<file path="config.mk">
export PLATFORM = sky130hd
export DESIGN_NAME = base64_codec
export DESIGN_NICKNAME = d
export VERILOG_FILES = /design/src/design/b64c_pkg.sv /design/src/design/base64_codec.sv
export SDC_FILE = /design/constraint.sdc
export NUM_CORES = 1
export LEC_CHECK = 0
export BUFFER_PORTS_ARGS = -buffer_cell sky130_fd_sc_hd__buf_2
export CAP_MARGIN = 20
export CORE_MARGIN = 5
export CORE_UTILIZATION = 35
export DETAILED_ROUTE_END_ITERATION = 8
export PLACE_DENSITY_LB_ADDON = 0.3
export SETUP_SLACK_MARGIN = 0.4
export SKIP_CTS_REPAIR_TIMING = 1
export SYNTH_ARGS = -nofsm -noshare
export SYNTH_HDL_FRONTEND = slang
export SYNTH_SLANG_ARGS = --single-unit
</file>
<file path="constraint.sdc">
create_clock -name clk -period 2.66 [get_ports clk]
set_clock_uncertainty 0.1 [all_clocks]
set_input_delay 0.266 -clock clk [delete_from_list [all_inputs] [get_ports clk]]
set_output_delay 0.266 -clock clk [all_outputs]
set_load 0.03 [all_outputs]
</file>
<file path="src/design/b64c_pkg.sv">
`default_nettype none

package b64c_pkg;

    localparam logic       DIR_ENCODE = 1'b0;
    localparam logic       DIR_DECODE = 1'b1;
    localparam logic [7:0] PAD_CHAR   = 8'h3d;
    localparam logic [2:0] ADDR_DIRECTION = 3'd0;

    typedef struct packed {
        logic [7:0] out_byte;
        logic       has_data;
        logic       bad_padding;
    } result_t;

    // 6-bit value to alphabet character
    function automatic logic [7:0] enc_char(input logic [5:0] v);
        logic [7:0] c;
        if (v < 6'd26)
            c = 8'h41 + {2'b00, v};
        else if (v < 6'd52)
            c = 8'h61 + {2'b00, v - 6'd26};
        else if (v < 6'd62)
            c = 8'h30 + {2'b00, v - 6'd52};
        else if (v == 6'd62)
            c = 8'h2b;
        else
            c = 8'h2f;
        return c;
    endfunction

    // alphabet character to {valid, 6-bit value}
    function automatic logic [6:0] dec_char(input logic [7:0] c);
        logic [6:0] r;
        if (c >= 8'h41 && c <= 8'h5a)
            r = {1'b1, 6'(c - 8'h41)};
        else if (c >= 8'h61 && c <= 8'h7a)
            r = {1'b1, 6'(c - 8'h61 + 8'd26)};
        else if (c >= 8'h30 && c <= 8'h39)
            r = {1'b1, 6'(c - 8'h30 + 8'd52)};
        else if (c == 8'h2b)
            r = {1'b1, 6'd62};
        else if (c == 8'h2f)
            r = {1'b1, 6'd63};
        else
            r = 7'd0;
        return r;
    endfunction

endpackage

`default_nettype wire

</file>
<file path="src/design/base64_codec.sv">
// The first result of an accepted item appears on the master side in the next cycle.
// Throughput: one result per cycle while m_tready is high; an item is taken in the cycle
//   its last pending result leaves, or while none is pending. Encode emits up to four
//   results per byte (at flush) and decode at most one per character, into the 4-entry result buffer.
// Reset (rst_n low, asynchronous): result buffer empty, group state cleared,
//   direction set to encode.
`default_nettype none

module base64_codec
    import b64c_pkg::*;
(
    input  wire logic        clk,
    input  wire logic        rst_n,
    // configuration
    input  wire logic        psel,
    input  wire logic        penable,
    input  wire logic        pwrite,
    input  wire logic [2:0]  paddr,
    input  wire logic [31:0] pwdata,
    output logic [31:0]      prdata,
    output logic             pready,
    // input items
    input  wire logic        s_tvalid,
    output logic             s_tready,
    input  wire logic [7:0]  s_tdata,   // [7:0] data_byte
    input  wire logic        s_tlast,   // end_of_message
    // result items
    output logic             m_tvalid,
    input  wire logic        m_tready,
    output logic [7:0]       m_tdata,   // [7:0] out_byte
    output logic [1:0]       m_tuser,   // [0] has_data, [1] bad_padding
    output logic             m_tlast    // out_last
);

    logic       direction_reg;
    logic [1:0] group_pos_reg;
    logic [7:0] partial_reg;
    logic       discard_reg;

    result_t    buf_reg [4];
    logic [2:0] rem_reg;
    logic [1:0] head_reg;
    logic       last_reg;

    result_t    res_next [4];
    logic [2:0] count_next;
    logic [1:0] group_pos_next;
    logic [7:0] partial_next;
    logic       discard_next;

    logic       in_fire;
    logic       out_fire;
    logic       cfg_write;
    logic [1:0] enc_pos;
    logic [6:0] sym;

    assign pready    = 1'b1;
    assign prdata    = {31'd0, direction_reg};
    assign cfg_write = psel && penable && pwrite && pready;

    assign m_tvalid = (rem_reg != 3'd0);
    assign m_tdata  = buf_reg[head_reg].out_byte;
    assign m_tuser  = {buf_reg[head_reg].bad_padding, buf_reg[head_reg].has_data};
    assign m_tlast  = last_reg && (rem_reg == 3'd1);

    // take a new item while the last pending result leaves, or when none is pending
    assign s_tready = (rem_reg == 3'd0) || ((rem_reg == 3'd1) && m_tready);
    assign in_fire  = s_tvalid && s_tready;
    assign out_fire = m_tvalid && m_tready;

    assign enc_pos = (group_pos_reg == 2'd3) ? 2'd0 : group_pos_reg;
    assign sym     = dec_char(s_tdata);

    always_comb
    begin
        for (int i = 0; i < 4; i++)
        begin
            res_next[i] = '0;
        end
        count_next     = 3'd0;
        group_pos_next = group_pos_reg;
        partial_next   = partial_reg;
        discard_next   = discard_reg;

        if (discard_reg)
        begin
            // drop
        end
        else if (direction_reg == DIR_ENCODE)
        begin
            case (enc_pos)
                2'd0:
                begin
                    res_next[0]    = '{enc_char(s_tdata[7:2]), 1'b1, 1'b0};
                    partial_next   = {6'd0, s_tdata[1:0]};
                    group_pos_next = 2'd1;
                    count_next     = 3'd1;
                    if (s_tlast)
                    begin
                        res_next[1] = '{enc_char({s_tdata[1:0], 4'd0}), 1'b1, 1'b0};
                        res_next[2] = '{PAD_CHAR, 1'b1, 1'b0};
                        res_next[3] = '{PAD_CHAR, 1'b1, 1'b0};
                        count_next  = 3'd4;
                    end
                end
                2'd1:
                begin
                    res_next[0]    = '{enc_char({partial_reg[1:0], s_tdata[7:4]}), 1'b1, 1'b0};
                    partial_next   = {4'd0, s_tdata[3:0]};
                    group_pos_next = 2'd2;
                    count_next     = 3'd1;
                    if (s_tlast)
                    begin
                        res_next[1] = '{enc_char({s_tdata[3:0], 2'd0}), 1'b1, 1'b0};
                        res_next[2] = '{PAD_CHAR, 1'b1, 1'b0};
                        count_next  = 3'd3;
                    end
                end
                default:
                begin
                    res_next[0]    = '{enc_char({partial_reg[3:0], s_tdata[7:6]}), 1'b1, 1'b0};
                    res_next[1]    = '{enc_char(s_tdata[5:0]), 1'b1, 1'b0};
                    partial_next   = 8'd0;
                    group_pos_next = 2'd0;
                    count_next     = 3'd2;
                end
            endcase
        end
        else
        begin
            if (s_tdata == PAD_CHAR)
            begin
                // padding right after the first symbol of a quartet aborts the message
                if (group_pos_reg == 2'd1)
                begin
                    res_next[0]  = '{8'd0, 1'b0, 1'b1};
                    count_next   = 3'd1;
                    discard_next = 1'b1;
                end
            end
            else if (sym[6])
            begin
                case (group_pos_reg)
                    2'd0:
                    begin
                        partial_next = {sym[5:0], 2'd0};
                    end
                    2'd1:
                    begin
                        res_next[0]  = '{partial_reg | {6'd0, sym[5:4]}, 1'b1, 1'b0};
                        partial_next = {sym[3:0], 4'd0};
                        count_next   = 3'd1;
                    end
                    2'd2:
                    begin
                        res_next[0]  = '{partial_reg | {2'd0, sym[5:0] >> 2}, 1'b1, 1'b0};
                        partial_next = {sym[1:0], 6'd0};
                        count_next   = 3'd1;
                    end
                    default:
                    begin
                        res_next[0]  = '{partial_reg | {2'd0, sym[5:0]}, 1'b1, 1'b0};
                        partial_next = 8'd0;
                        count_next   = 3'd1;
                    end
                endcase
                group_pos_next = group_pos_reg + 2'd1;
            end
        end

        if (s_tlast)
        begin
            // entry 0 already holds zeros: a bare end marker
            if (count_next == 3'd0)
            begin
                count_next = 3'd1;
            end
            group_pos_next = 2'd0;
            partial_next   = 8'd0;
            discard_next   = 1'b0;
        end
    end

    always_ff @(posedge clk or negedge rst_n)
    begin
        if (!rst_n)
        begin
            direction_reg <= DIR_ENCODE;
            group_pos_reg <= 2'd0;
            partial_reg   <= 8'd0;
            discard_reg   <= 1'b0;
            rem_reg       <= 3'd0;
            head_reg      <= 2'd0;
            last_reg      <= 1'b0;
        end
        else
        begin
            if (cfg_write && (paddr == ADDR_DIRECTION))
            begin
                direction_reg <= pwdata[0];
            end
            if (in_fire)
            begin
                group_pos_reg <= group_pos_next;
                partial_reg   <= partial_next;
                discard_reg   <= discard_next;
                rem_reg       <= count_next;
                head_reg      <= 2'd0;
                last_reg      <= s_tlast;
            end
            else if (out_fire)
            begin
                rem_reg  <= rem_reg - 3'd1;
                head_reg <= head_reg + 2'd1;
            end
        end
    end

    always_ff @(posedge clk)
    begin
        if (in_fire)
        begin
            for (int i = 0; i < 4; i++)
            begin
                buf_reg[i] <= res_next[i];
            end
        end
    end

endmodule

`default_nettype wire

</file>
Yosys cells after proc, flatten, opt, wreduce, memory -nomap -nowiden
Memory sizes are Yosys's and may differ from the RTL's.
Cells that the tools add are included.
{"block": "word_totals", "regBits": 18, "latchBits": 0, "mem_bits_rw": 40, "romBits": 0, "out_inout_bits": 46, "elab_cells": 182, "mem_count": 1}
{"block": "op_classes", "add_sub_neg": 38, "n_mul": 0, "n_div": 0, "n_lt_le_gt_ge": 24, "eq_ne": 15, "n_shift": 0, "mux": 75, "n_bitwise": 3, "n_reduce_logical": 19}
{"name": "buf_reg", "depth": 4, "word_bits": 10, "rd": 1, "rd_clocked_by_memory_dff": 0, "wr": 4, "line_no": "base64_codec.sv:40", "rtl": "result_t buf_reg [4];"}
{"op": "$mux W8", "n": 18}
{"op": "$add A7 B6 Y8 const A", "n": 12}
{"op": "$lt A6 B6 Y1 const B", "n": 12}
{"op": "$mux W7", "n": 10}
{"op": "$mux W30", "n": 2}
{"op": "$sub A6 B6 Y6 const B", "n": 8}
{"op": "$add A6 B6 Y7 const A", "n": 6}
{"op": "$mux W10", "n": 4}
{"op": "$mux W40", "n": 1}
{"op": "$pmux W20 S2", "n": 1}
{"op": "$lt A6 B5 Y1 const B", "n": 6}
{"op": "$mux W3", "n": 12}
{"op": "$sub A6 B5 Y6 const B", "n": 6}
{"op": "$pmux W10 S3", "n": 1}
{"op": "$eq A6 B6 Y1 const B", "n": 4}
{"op": "$eq A8 B6 Y1 const B", "n": 3}
{"op": "$pmux W8 S3", "n": 1}
{"op": "$mux W20", "n": 1}
{"op": "$pmux W10 S2", "n": 1}
{"op": "$mux W2", "n": 9}
{"op": "$ge A8 B7 Y1 const B", "n": 2}
{"op": "$le A8 B7 Y1 const B", "n": 2}
{"op": "$mux W1", "n": 11}
{"op": "$logic_and A1 B1 Y1", "n": 10}
{"op": "25 further kinds", "n": 31}

Depth between registers and ports, before layout
Gate-level depths: netlist of run 1.
{"block": "depth", "depth_word": 14, "mapped_depth": 12}

Worst setup path before layout of run 1
OpenSTA, ideal clock, no wires.
{"block": "synth_timing", "kind": "input-to-reg", "start": "input port s_tdata[2]", "end": "memory buf_reg[0][2] (netlist bit), data pin", "setup_time_ns": 0.271, "arrival_time_ns": 2.823, "required_ns": 2.289, "path_slack_ns": -0.534, "cell_stages": 11, "path_buffers": 2, "cell_sequence": "clkbuf_1 inv_1 ha_1 and3_1 nor3_2 or2_1 buf_2 a21oi_1 or4_4 a2111oi_2 o32ai_1"}
{"element": "start, declared", "line_no": "base64_codec.sv:25", "rtl": "input wire logic [7:0] s_tdata,"}
{"element": "end, declared", "line_no": "base64_codec.sv:40"}

==> run summary, run 1 <==
Status - finished clean
Core ar. - 15300 um2
First-pass GRT wire length - 31000 um
Clock Pin Slew Worst Setup and Hold Paths - 60 ps
Fin crit period - 2590 ps
Switching pwr - 2.71 mW
# clock sinks - 39
Type of the most critical hold path - in2reg
Max reg flops - 21
Initial antenna violation count - 0
Final worst slack - 68.6 ps
Vias in the first global route - 5669
Placement Setup Slack - -402 ps
Initial core utilization - 0.359
Sw Share - 0.492
Die width - 135 um
Synth Flop Type - edfxtp_1
Seq pwr share - 0.202
Yosys top cell area share - 0.123
Post-DP HPWL - 16100 um
Period utilisation layout - 0.974
Via-per-instance ratio - 5.52
CTS tree - yes
Worst path required time - 2580 ps
FFs w/ async S/R, synth - 0.462
Power density over the cells - 695 nW/um2
RSZ-0062 raised after global routing - yes
Fin. Hold Viols - 0
Syn Inst Count - 700
Final ANT Viol Nets - 0
Combinational share of power - 0.688
Post-synth EDFFs - 21
Relative slew slack - 0.588
Mapped cell area - 5500 um2
Power, Total - 5.52 mW
Most frequent cells after synthesis - nand2_1 (74), ha_1 (54), a21oi_1 (48), nor2_1 (43), clkbuf_1 (39)
CP Capture Type - flop
Max_cap viols - 0
Overflow after GRT - 0
Vias - 5984
Row count - 45
Tightest Pin Transition - 618 ps
TritonCTS Buffers - 5
Synth Warn # - 0
DR WL/cell - 18.9 um
Crit Path Max Fanout - 5
GRT Overall Usage - 0.212
H-tree depth reported by CTS - 2
Avg Cell Area, Syn - 7.85 um2
Pin count of the biggest net entering global routing - 21
Share of cells above drive strength 1 - 0.403
Crit path arrival time - 2510 ps
Final Core Density - 0.518
Most common cell in the synthesized netlist - nand2_1
FMAX - 386 MHz
Die area - 18300 um2
Synth top area cells - ha_1 (12%), edfxtp_1 (11%), dfrtp_1 (8.2%)
Cell taking the most area after synthesis - ha_1
WL final - 20500 um
Fin. max-slew vios - 0
Clk pwr share - 0.110
Yosys reg bits - 39
Number of inserted diodes - 0
Final Cell Area - 7940 um2
Sequential share of the synthesized area - 0.197
Fill cells - 1456
Drt first-iter violations - 488
Clock Latency Late Sink - 280 ps
Pleak - 3.23 nW
CTS Buffer Depth - 2
CP Class - in2reg
Routability cong. - 0.973
PortBufs - 33
Remaining DRCs - 0
Area Growth Syn to Fin - 44.5%
Peak supply drop - 499 uV
Netlist cell types - 85
Detailed Routing Iterations Pass 1 - 6
Setup crit start kind - input pin
Post-layout nets - 978
Root buffer cell - clkbuf_16
# IOs - 97
DIE HEIGHT - 135 um
Pint - 2.80 mW
Placed cell area - 6970 um2
Final setup vio count - 0
[final timing paths]
| path | end | depth (start not counted) | startpoint | slack (ps) |
|---|---|---|---|---|
| max reg2reg | buf_reg[0][7] | 9 | partial_reg[0] | 200 |
| max in group asynchronous | head_reg[1] | 2 | rst_n | 1750 |
| max | buf_reg[0][2] | 10 | s_tdata[4] | 70 |
| min in group asynchronous | partial_reg[3] | 2 | rst_n | 370 |
| min reg2reg | partial_reg[7] | 2 | partial_reg[7] | 400 |
| min | direction_reg | 2 | pwdata[0] | 120 |
[layout by cell type (no fill, tap or decap), drive strengths merged, types with 6 or more instances in the layout]
master / count
nor2: 44
nand4: 7
nand2: 74
ha: 54
nor3: 19
a21o: 8
a21oi: 48
mux2i: 8
a221oi: 7
buf: 215
inv: 17
conb: 32
xnor2: 32
or2: 7
and2: 7
a31oi: 8
edfxtp: 21
o211ai: 12
dfrtp: 18
nor4: 6
xor2: 15
nand3: 16
o32ai: 6
o21ai: 42
nand2b: 14
nor2b: 15
a211oi: 13
[power groups by stage]
stage	logic, mW	registers [mW]	clock network (mW)
after floorplan	2.33	0.953	0
after global placement	3.25	1.10	0
after detailed placement	3.29	1.11	0
after CTS	3.31	1.10	0.609
after global routing	4.09	1.14	0.630
final	3.80	1.11	0.606
[layer usage]
metal / part of all wire / track usage / wire length [um] / up-vias
li1: - / - / - / 2843
met1: 0.44 / 0.296 / 9130 / 2882
met2: 0.47 / 0.351 / 9670 / 220
met3: 0.053 / 0.0178 / 1090 / 39
met4: 0.031 / 0.0622 / 638 / 0
met5: 0 / 0 / 0 / -
[final cells by class]
cell class | instances | area, um2 | share of cell area
inverters | 20 | 109 | 0.0137
clock inverters | 3 | 23.8 | 0.00299
well taps | 211 | 264 | 0.0332
flip-flops and latches | 39 | 1090 | 0.137
repair buffers | 216 | 1640 | 0.206
clock buffers | 5 | 125 | 0.0158
multi-input cells | 591 | 4690 | 0.591
[stage by stage]
step,setup TNS (ps),instances,hold WS (ps)
2_1_floorplan,-80.1,730,-130
5_1_grt,-82.3,1085,118
3_5_place_dp,-4680,1044,135
6_report,0,1085,115
3_3_place_gp,-3120,1044,126
4_1_cts,-172,1052,-168
[cells by family after synthesis]
logic type	Yosys count	share of synthesized area
compound gates	207	0.268
xor+xnor	47	0.0749
fa+ha+maj	54	0.123
buf+inv	100	0.0924
flops	39	0.197
mux	11	0.0207
other cells	2	0.00137
simple gates	240	0.223
[worst max-delay path: stages]
cell and delay (ps):
buf_8 90, clkinvlp_4 130, ha_4 180, or3b_4 400, o311ai_4 100, or2_4 220
a21oi_2 40, or4_4 590, a2111oi_4 380, o32ai_2 110
(Power assumes the default switching activity.)
==> run 2: changes to the inputs <==
--- a/config.mk
+++ b/config.mk
@@ -5,8 +5,9 @@
 export SDC_FILE = /design/constraint.sdc
 export NUM_CORES = 1
 export LEC_CHECK = 0
-export BUFFER_PORTS_ARGS = -buffer_cell sky130_fd_sc_hd__buf_2
+export BUFFER_PORTS_ARGS = -buffer_cell sky130_fd_sc_hd__buf_4
 export CAP_MARGIN = 20
+export CORE_ASPECT_RATIO = 1.5
 export CORE_MARGIN = 5
 export CORE_UTILIZATION = 35
 export DETAILED_ROUTE_END_ITERATION = 8
==> run summary, run 2 (synthesis gave the netlist of run 1 again) <==
Status - finished with violations (was finished clean)
Failing checks - negative setup slack
Period utilisation layout - 1.00 (was 0.974)
Type of the most critical hold path - in2reg (unchanged)
TritonCTS Buffers - 5 (unchanged)
Fin. Hold Viols - 0 (unchanged)
# IOs - 97 (unchanged)
Post-DP HPWL - 16300 um (was 16100 um)
Relative slew slack - 0.626 (was 0.588)
Overflow after GRT - 0 (unchanged)
Tightest Pin Transition - 561 ps (was 618 ps)
CTS tree - yes (unchanged)
Commonest cells after routing, fill and taps aside - buf_4 (168), nand2_1 (70), a21oi_1 (43) (was buf_4 (169), nand2_1 (71), nor2_1 (39))
Final worst slack - -5.35 ps (was 68.6 ps)
Peak supply drop - 393 uV (was 499 uV)
Setup TNS - -5.35 ps (was 0 ps)
PortBufs - 33 (unchanged)
Final Core Density - 0.503 (was 0.518)
Max_cap viols - 0 (unchanged)
CP Capture Type - flop (unchanged)
WP buf/inv - 2 (unchanged)
WL final - 20400 um (was 20500 um)
Fill cells - 1485 (was 1456)
Setup crit start kind - input pin (unchanged)
Initial antenna violation count - 0 (unchanged)
Area Growth Syn to Fin - 42.5% (was 44.5%)
Clock Latency Late Sink - 290 ps (was 280 ps)
FMAX - 375 MHz (was 386 MHz)
DIE HEIGHT - 163 um (was 135 um)
Worst Hold Slack - 133 ps (was 115 ps)
Die width - 112 um (was 135 um)
Area of the multi-input gates - 4630 um2 (was 4690 um2)
Post-layout nets - 957 (was 978)
Row count - 56 (was 45)
Vias - 5912 (was 5984)
Clock Pin Slew Worst Setup and Hold Paths - 50 ps (was 60 ps)
RSZ-0062 raised after global routing - yes (unchanged)
Max reg flops - 21 (unchanged)
Cells after DPL - 1031 (was 1044)
Via-per-instance ratio - 5.60 (was 5.52)
Core ar. - 15600 um2 (was 15300 um2)
Initial core utilization - 0.353 (was 0.359)
First-pass GRT wire length - 31200 um (was 31000 um)
R2R Setup Slk - 190 ps (was 200 ps)
Remaining DRCs - 0 (unchanged)
Cell family with most CP delay - simple AND/OR/NAND/NOR gates (unchanged)
Crit path arrival time - 2570 ps (was 2510 ps)
CTS Buffer Depth - 2 (unchanged)
Drt first-iter violations - 382 (was 488)
Die area - 18400 um2 (was 18300 um2)
DR WL/cell - 19.3 um (was 18.9 um)
Pin count of the biggest net entering global routing - 21 (unchanged)
Power density over the cells - 698 nW/um2 (was 695 nW/um2)
Worst path max stage delay - 600 ps (was 590 ps)
Final setup vio count - 1 (was 0)
Detailed Routing Iterations Pass 1 - 5 (was 6)
Crit path cell chain - buf_12 -> clkinvlp_4 -> ha_2 -> or3b_4 -> o311ai_4 -> or2_1 -> a21oi_1 -> or4_4 -> a221oi_2 -> o221ai_2 (was buf_8 -> clkinvlp_4 -> ha_4 -> or3b_4 -> o311ai_4 -> or2_4 -> a21oi_2 -> or4_4 -> a2111oi_4 -> o32ai_2)
Share of cells above drive strength 1 - 0.368 (was 0.403)
Crit Path Max Fanout - 6 (was 5)
Storage cell area - 1080 um2 (was 1090 um2)
Final Non-Filler Cells - 1056 (was 1085)
Routability cong. - 0.936 (was 0.973)
H-tree depth reported by CTS - 2 (unchanged)
Fin. max-slew vios - 0 (unchanged)
CP max stage cell - or4_4 (unchanged)
Worst path required time - 2570 ps (was 2580 ps)
Vias in the first global route - 5803 (was 5669)
GRT Overall Usage - 0.214 (was 0.212)
Number of inserted diodes - 0 (unchanged)
Most common cell after layout, fill and taps aside - buf_4 (unchanged)
CP Class - in2reg (unchanged)
# clock sinks - 39 (unchanged)
Pleak - 3.18 nW (was 3.23 nW)
Fin crit period - 2670 ps (was 2590 ps)
Final ANT Viol Nets - 0 (unchanged)
Root buffer cell - clkbuf_16 (unchanged)
-- run 2: area by class of cell --
class                      instances  area share
clock buffer                       6      0.0165
timing repair buffer             194       0.205
inverter                          20      0.0147
multi-input combinational        592       0.591
clock inverter                     2     0.00160
tap                              203      0.0324
sequential                        39       0.139
-- run 2: power by group --
group          leakage [nW]  internal, mW  switching [mW]
Combinational          2.68          1.59            2.18
Sequential            0.428         0.879           0.226
Clock                0.0669         0.346           0.240
-- run 2: layer usage --
layer	global-route usage	share of wire	wire [um]	up-vias
met5	0	0	0	-
met4	0.138	0.069	1410	0
met3	0.0185	0.038	780	76
met2	0.391	0.52	10700	213
met1	0.233	0.37	7540	2820
li1	-	-	-	2803
-- run 2: final timing paths --
path,from,endpoint,depth (start not counted)
worst max-delay path,s_tdata[4],buf_reg[0][4],10
worst min-delay path,pwdata[0],direction_reg,2
worst max register to register,partial_reg[0],buf_reg[0][7],9
worst min register to register,last_reg,last_reg,1
max in group asynchronous,rst_n,head_reg[1],2
min in group asynchronous,rst_n,partial_reg[0],2
-- run 2: stage by stage --
stage	power, mW	worst slack [ps]	area (um2)
final	5.46	-5.35	7830
after global placement	4.49	-372	7050
after global routing	5.81	-76.0	7830
after detailed placement	4.54	-397	7050
after floorplan	3.28	-46.7	5900
after CTS	5.15	-92.1	7200
-- run 2: worst reg2reg max path, stage by stage, from the launching register on --
cell      delay (ps)
dfrtp_2          460
inv_4             70
ha_4             170
nand3b_1         190
xor2_2           190
nor4_1           300
o21ai_1          160
a22oi_1          150
a21bo_2          280
o21bai_4         170
==> run 3: changes to the inputs <==
--- a/config.mk
+++ b/config.mk
@@ -12,7 +12,6 @@
 export CORE_UTILIZATION = 35
 export DETAILED_ROUTE_END_ITERATION = 8
 export PLACE_DENSITY_LB_ADDON = 0.3
-export SETUP_SLACK_MARGIN = 0.4
 export SKIP_CTS_REPAIR_TIMING = 1
 export SYNTH_ARGS = -nofsm -noshare
 export SYNTH_HDL_FRONTEND = slang
==> run summary, run 3 (synthesis gave the netlist of run 1 again) <==
Status - finished clean (was finished with violations)
RSZ-0062 raised after global routing - yes (unchanged)
Fin crit period - 2620 ps (was 2670 ps)
Fin. max-slew vios - 0 (unchanged)
Vias in the first global route - 5682 (was 5803)
Most common cell after layout, fill and taps aside - buf_4 (unchanged)
Worst Hold Slack - 119 ps (was 133 ps)
Post-layout nets - 950 (was 957)
Peak supply drop - 503 uV (was 393 uV)
PortBufs - 33 (unchanged)
Max_cap viols - 0 (unchanged)
Area Growth Syn to Fin - 31.5% (was 42.5%)
Die width - 112 um (unchanged)
Root buffer cell - clkbuf_16 (unchanged)
FMAX - 381 MHz (was 375 MHz)
Via-per-instance ratio - 5.48 (was 5.60)
First-pass GRT wire length - 29600 um (was 31200 um)
Fin. Hold Viols - 0 (unchanged)
Setup TNS - 0 ps (was -5.35 ps)
Period utilisation layout - 0.986 (was 1.00)
Power density over the cells - 709 nW/um2 (was 698 nW/um2)
Number of inserted diodes - 0 (unchanged)
TritonCTS Buffers - 5 (unchanged)
Row count - 56 (unchanged)
Routability cong. - 0.994 (was 0.936)
Core ar. - 15600 um2 (unchanged)
Pleak - 3.03 nW (was 3.18 nW)
Initial antenna violation count - 0 (unchanged)
# IOs - 97 (unchanged)
Worst path required time - 2580 ps (was 2570 ps)
Final Non-Filler Cells - 1049 (was 1056)
Tightest Pin Transition - 558 ps (was 561 ps)
Power, Total - 5.12 mW (was 5.46 mW)
Remaining DRCs - 0 (unchanged)
Detailed Routing Iterations Pass 1 - 8 (was 5)
Commonest cells after routing, fill and taps aside - buf_4 (184), nand2_1 (74), a21oi_1 (46) (was buf_4 (168), nand2_1 (70), a21oi_1 (43))
GRT Overall Usage - 0.203 (was 0.214)
Setup crit start kind - input pin (unchanged)
Type of the most critical hold path - in2reg (unchanged)
# clock sinks - 39 (unchanged)
Vias - 5753 (was 5912)
Drt first-iter violations - 388 (was 382)
Initial core utilization - 0.353 (unchanged)
Max reg flops - 21 (unchanged)
Cells after DPL - 1038 (was 1031)
Final ANT Viol Nets - 0 (unchanged)
CTS tree - yes (unchanged)
DIE HEIGHT - 163 um (unchanged)
DR WL/cell - 18.1 um (was 19.3 um)
WL final - 19000 um (was 20400 um)
Clock Pin Slew Worst Setup and Hold Paths - 60 ps (was 50 ps)
CTS Buffer Depth - 2 (unchanged)
Final setup vio count - 0 (was 1)
H-tree depth reported by CTS - 2 (unchanged)
Pin count of the biggest net entering global routing - 26 (was 21)
CP Class - in2reg (unchanged)
Die area - 18400 um2 (unchanged)
Overflow after GRT - 0 (unchanged)
Crit path arrival time - 2540 ps (was 2570 ps)
CP Capture Type - flop (unchanged)
Post-DP HPWL - 15600 um (was 16300 um)
Relative slew slack - 0.628 (was 0.626)
Share of cells above drive strength 1 - 0.296 (was 0.368)
Crit Path Max Fanout - 6 (unchanged)
Clock Latency Late Sink - 280 ps (was 290 ps)
run 3: cell types whose count changed in the layout (fill, tap and decap cells not counted), moves of 4 or more:
cell / change
o21ai_0: +8
nand2_1: +4
ha_1: +10
buf_6: -18
o21ai_1: -5
xnor2_1: +5
ha_2: -7
buf_4: +16
nand2_2: -4
run 3: layer usage:
metal	global-route usage	share of wire
met5	0	0
met4	0.120	0.064
met3	0.0185	0.044
met2	0.377	0.51
met1	0.220	0.38
run 3: cell type report:
class	count	area (um2)
Tap cell	203	254
Fill cell	1573	8330
Sequential cell	39	1080
Clock buffer	5	125
Inverter	20	98.8
Timing Repair Buffer	188	1450
Multi-Input combinational cell	591	4190
Clock inverter	3	20.0
run 3: power breakdown:
part / switching [mW] / internal, mW / leakage [nW]
Clock: 0.245 / 0.345 / 0.0658
Combinational: 2.01 / 1.44 / 2.53
Sequential: 0.206 / 0.876 / 0.431
run 3: final timing paths:
| check | end | cells after the start | slack [ps] | from |
|---|---|---|---|---|
| max | buf_reg[0][2] | 10 | 40 | s_tdata[4] |
| min | direction_reg | 2 | 120 | pwdata[0] |
| max reg2reg | buf_reg[0][5] | 9 | 140 | partial_reg[1] |
| min reg2reg | partial_reg[6] | 2 | 400 | partial_reg[6] |
| max in group asynchronous | partial_reg[0] | 2 | 1940 | rst_n |
| min in group asynchronous | group_pos_reg[1] | 2 | 310 | rst_n |
run 3: critical path: stages:
cell	delay, ps
buf_4	130
clkinvlp_4	150
ha_1	230
or3b_4	380
o311ai_4	110
or2_1	170
a21oi_1	50
or4_4	590
a2111oi_4	350
o32ai_1	110
run 3: stage by stage:
step,util,setup WS (ps),instance area (um2)
after floorplan,-,-147,5770
after global placement,0.449,-297,6980
after detailed placement,0.449,-322,6980
after CTS,0.458,-61.6,7120
after global routing,0.464,-2.68,7220
final,0.464,37.6,7220
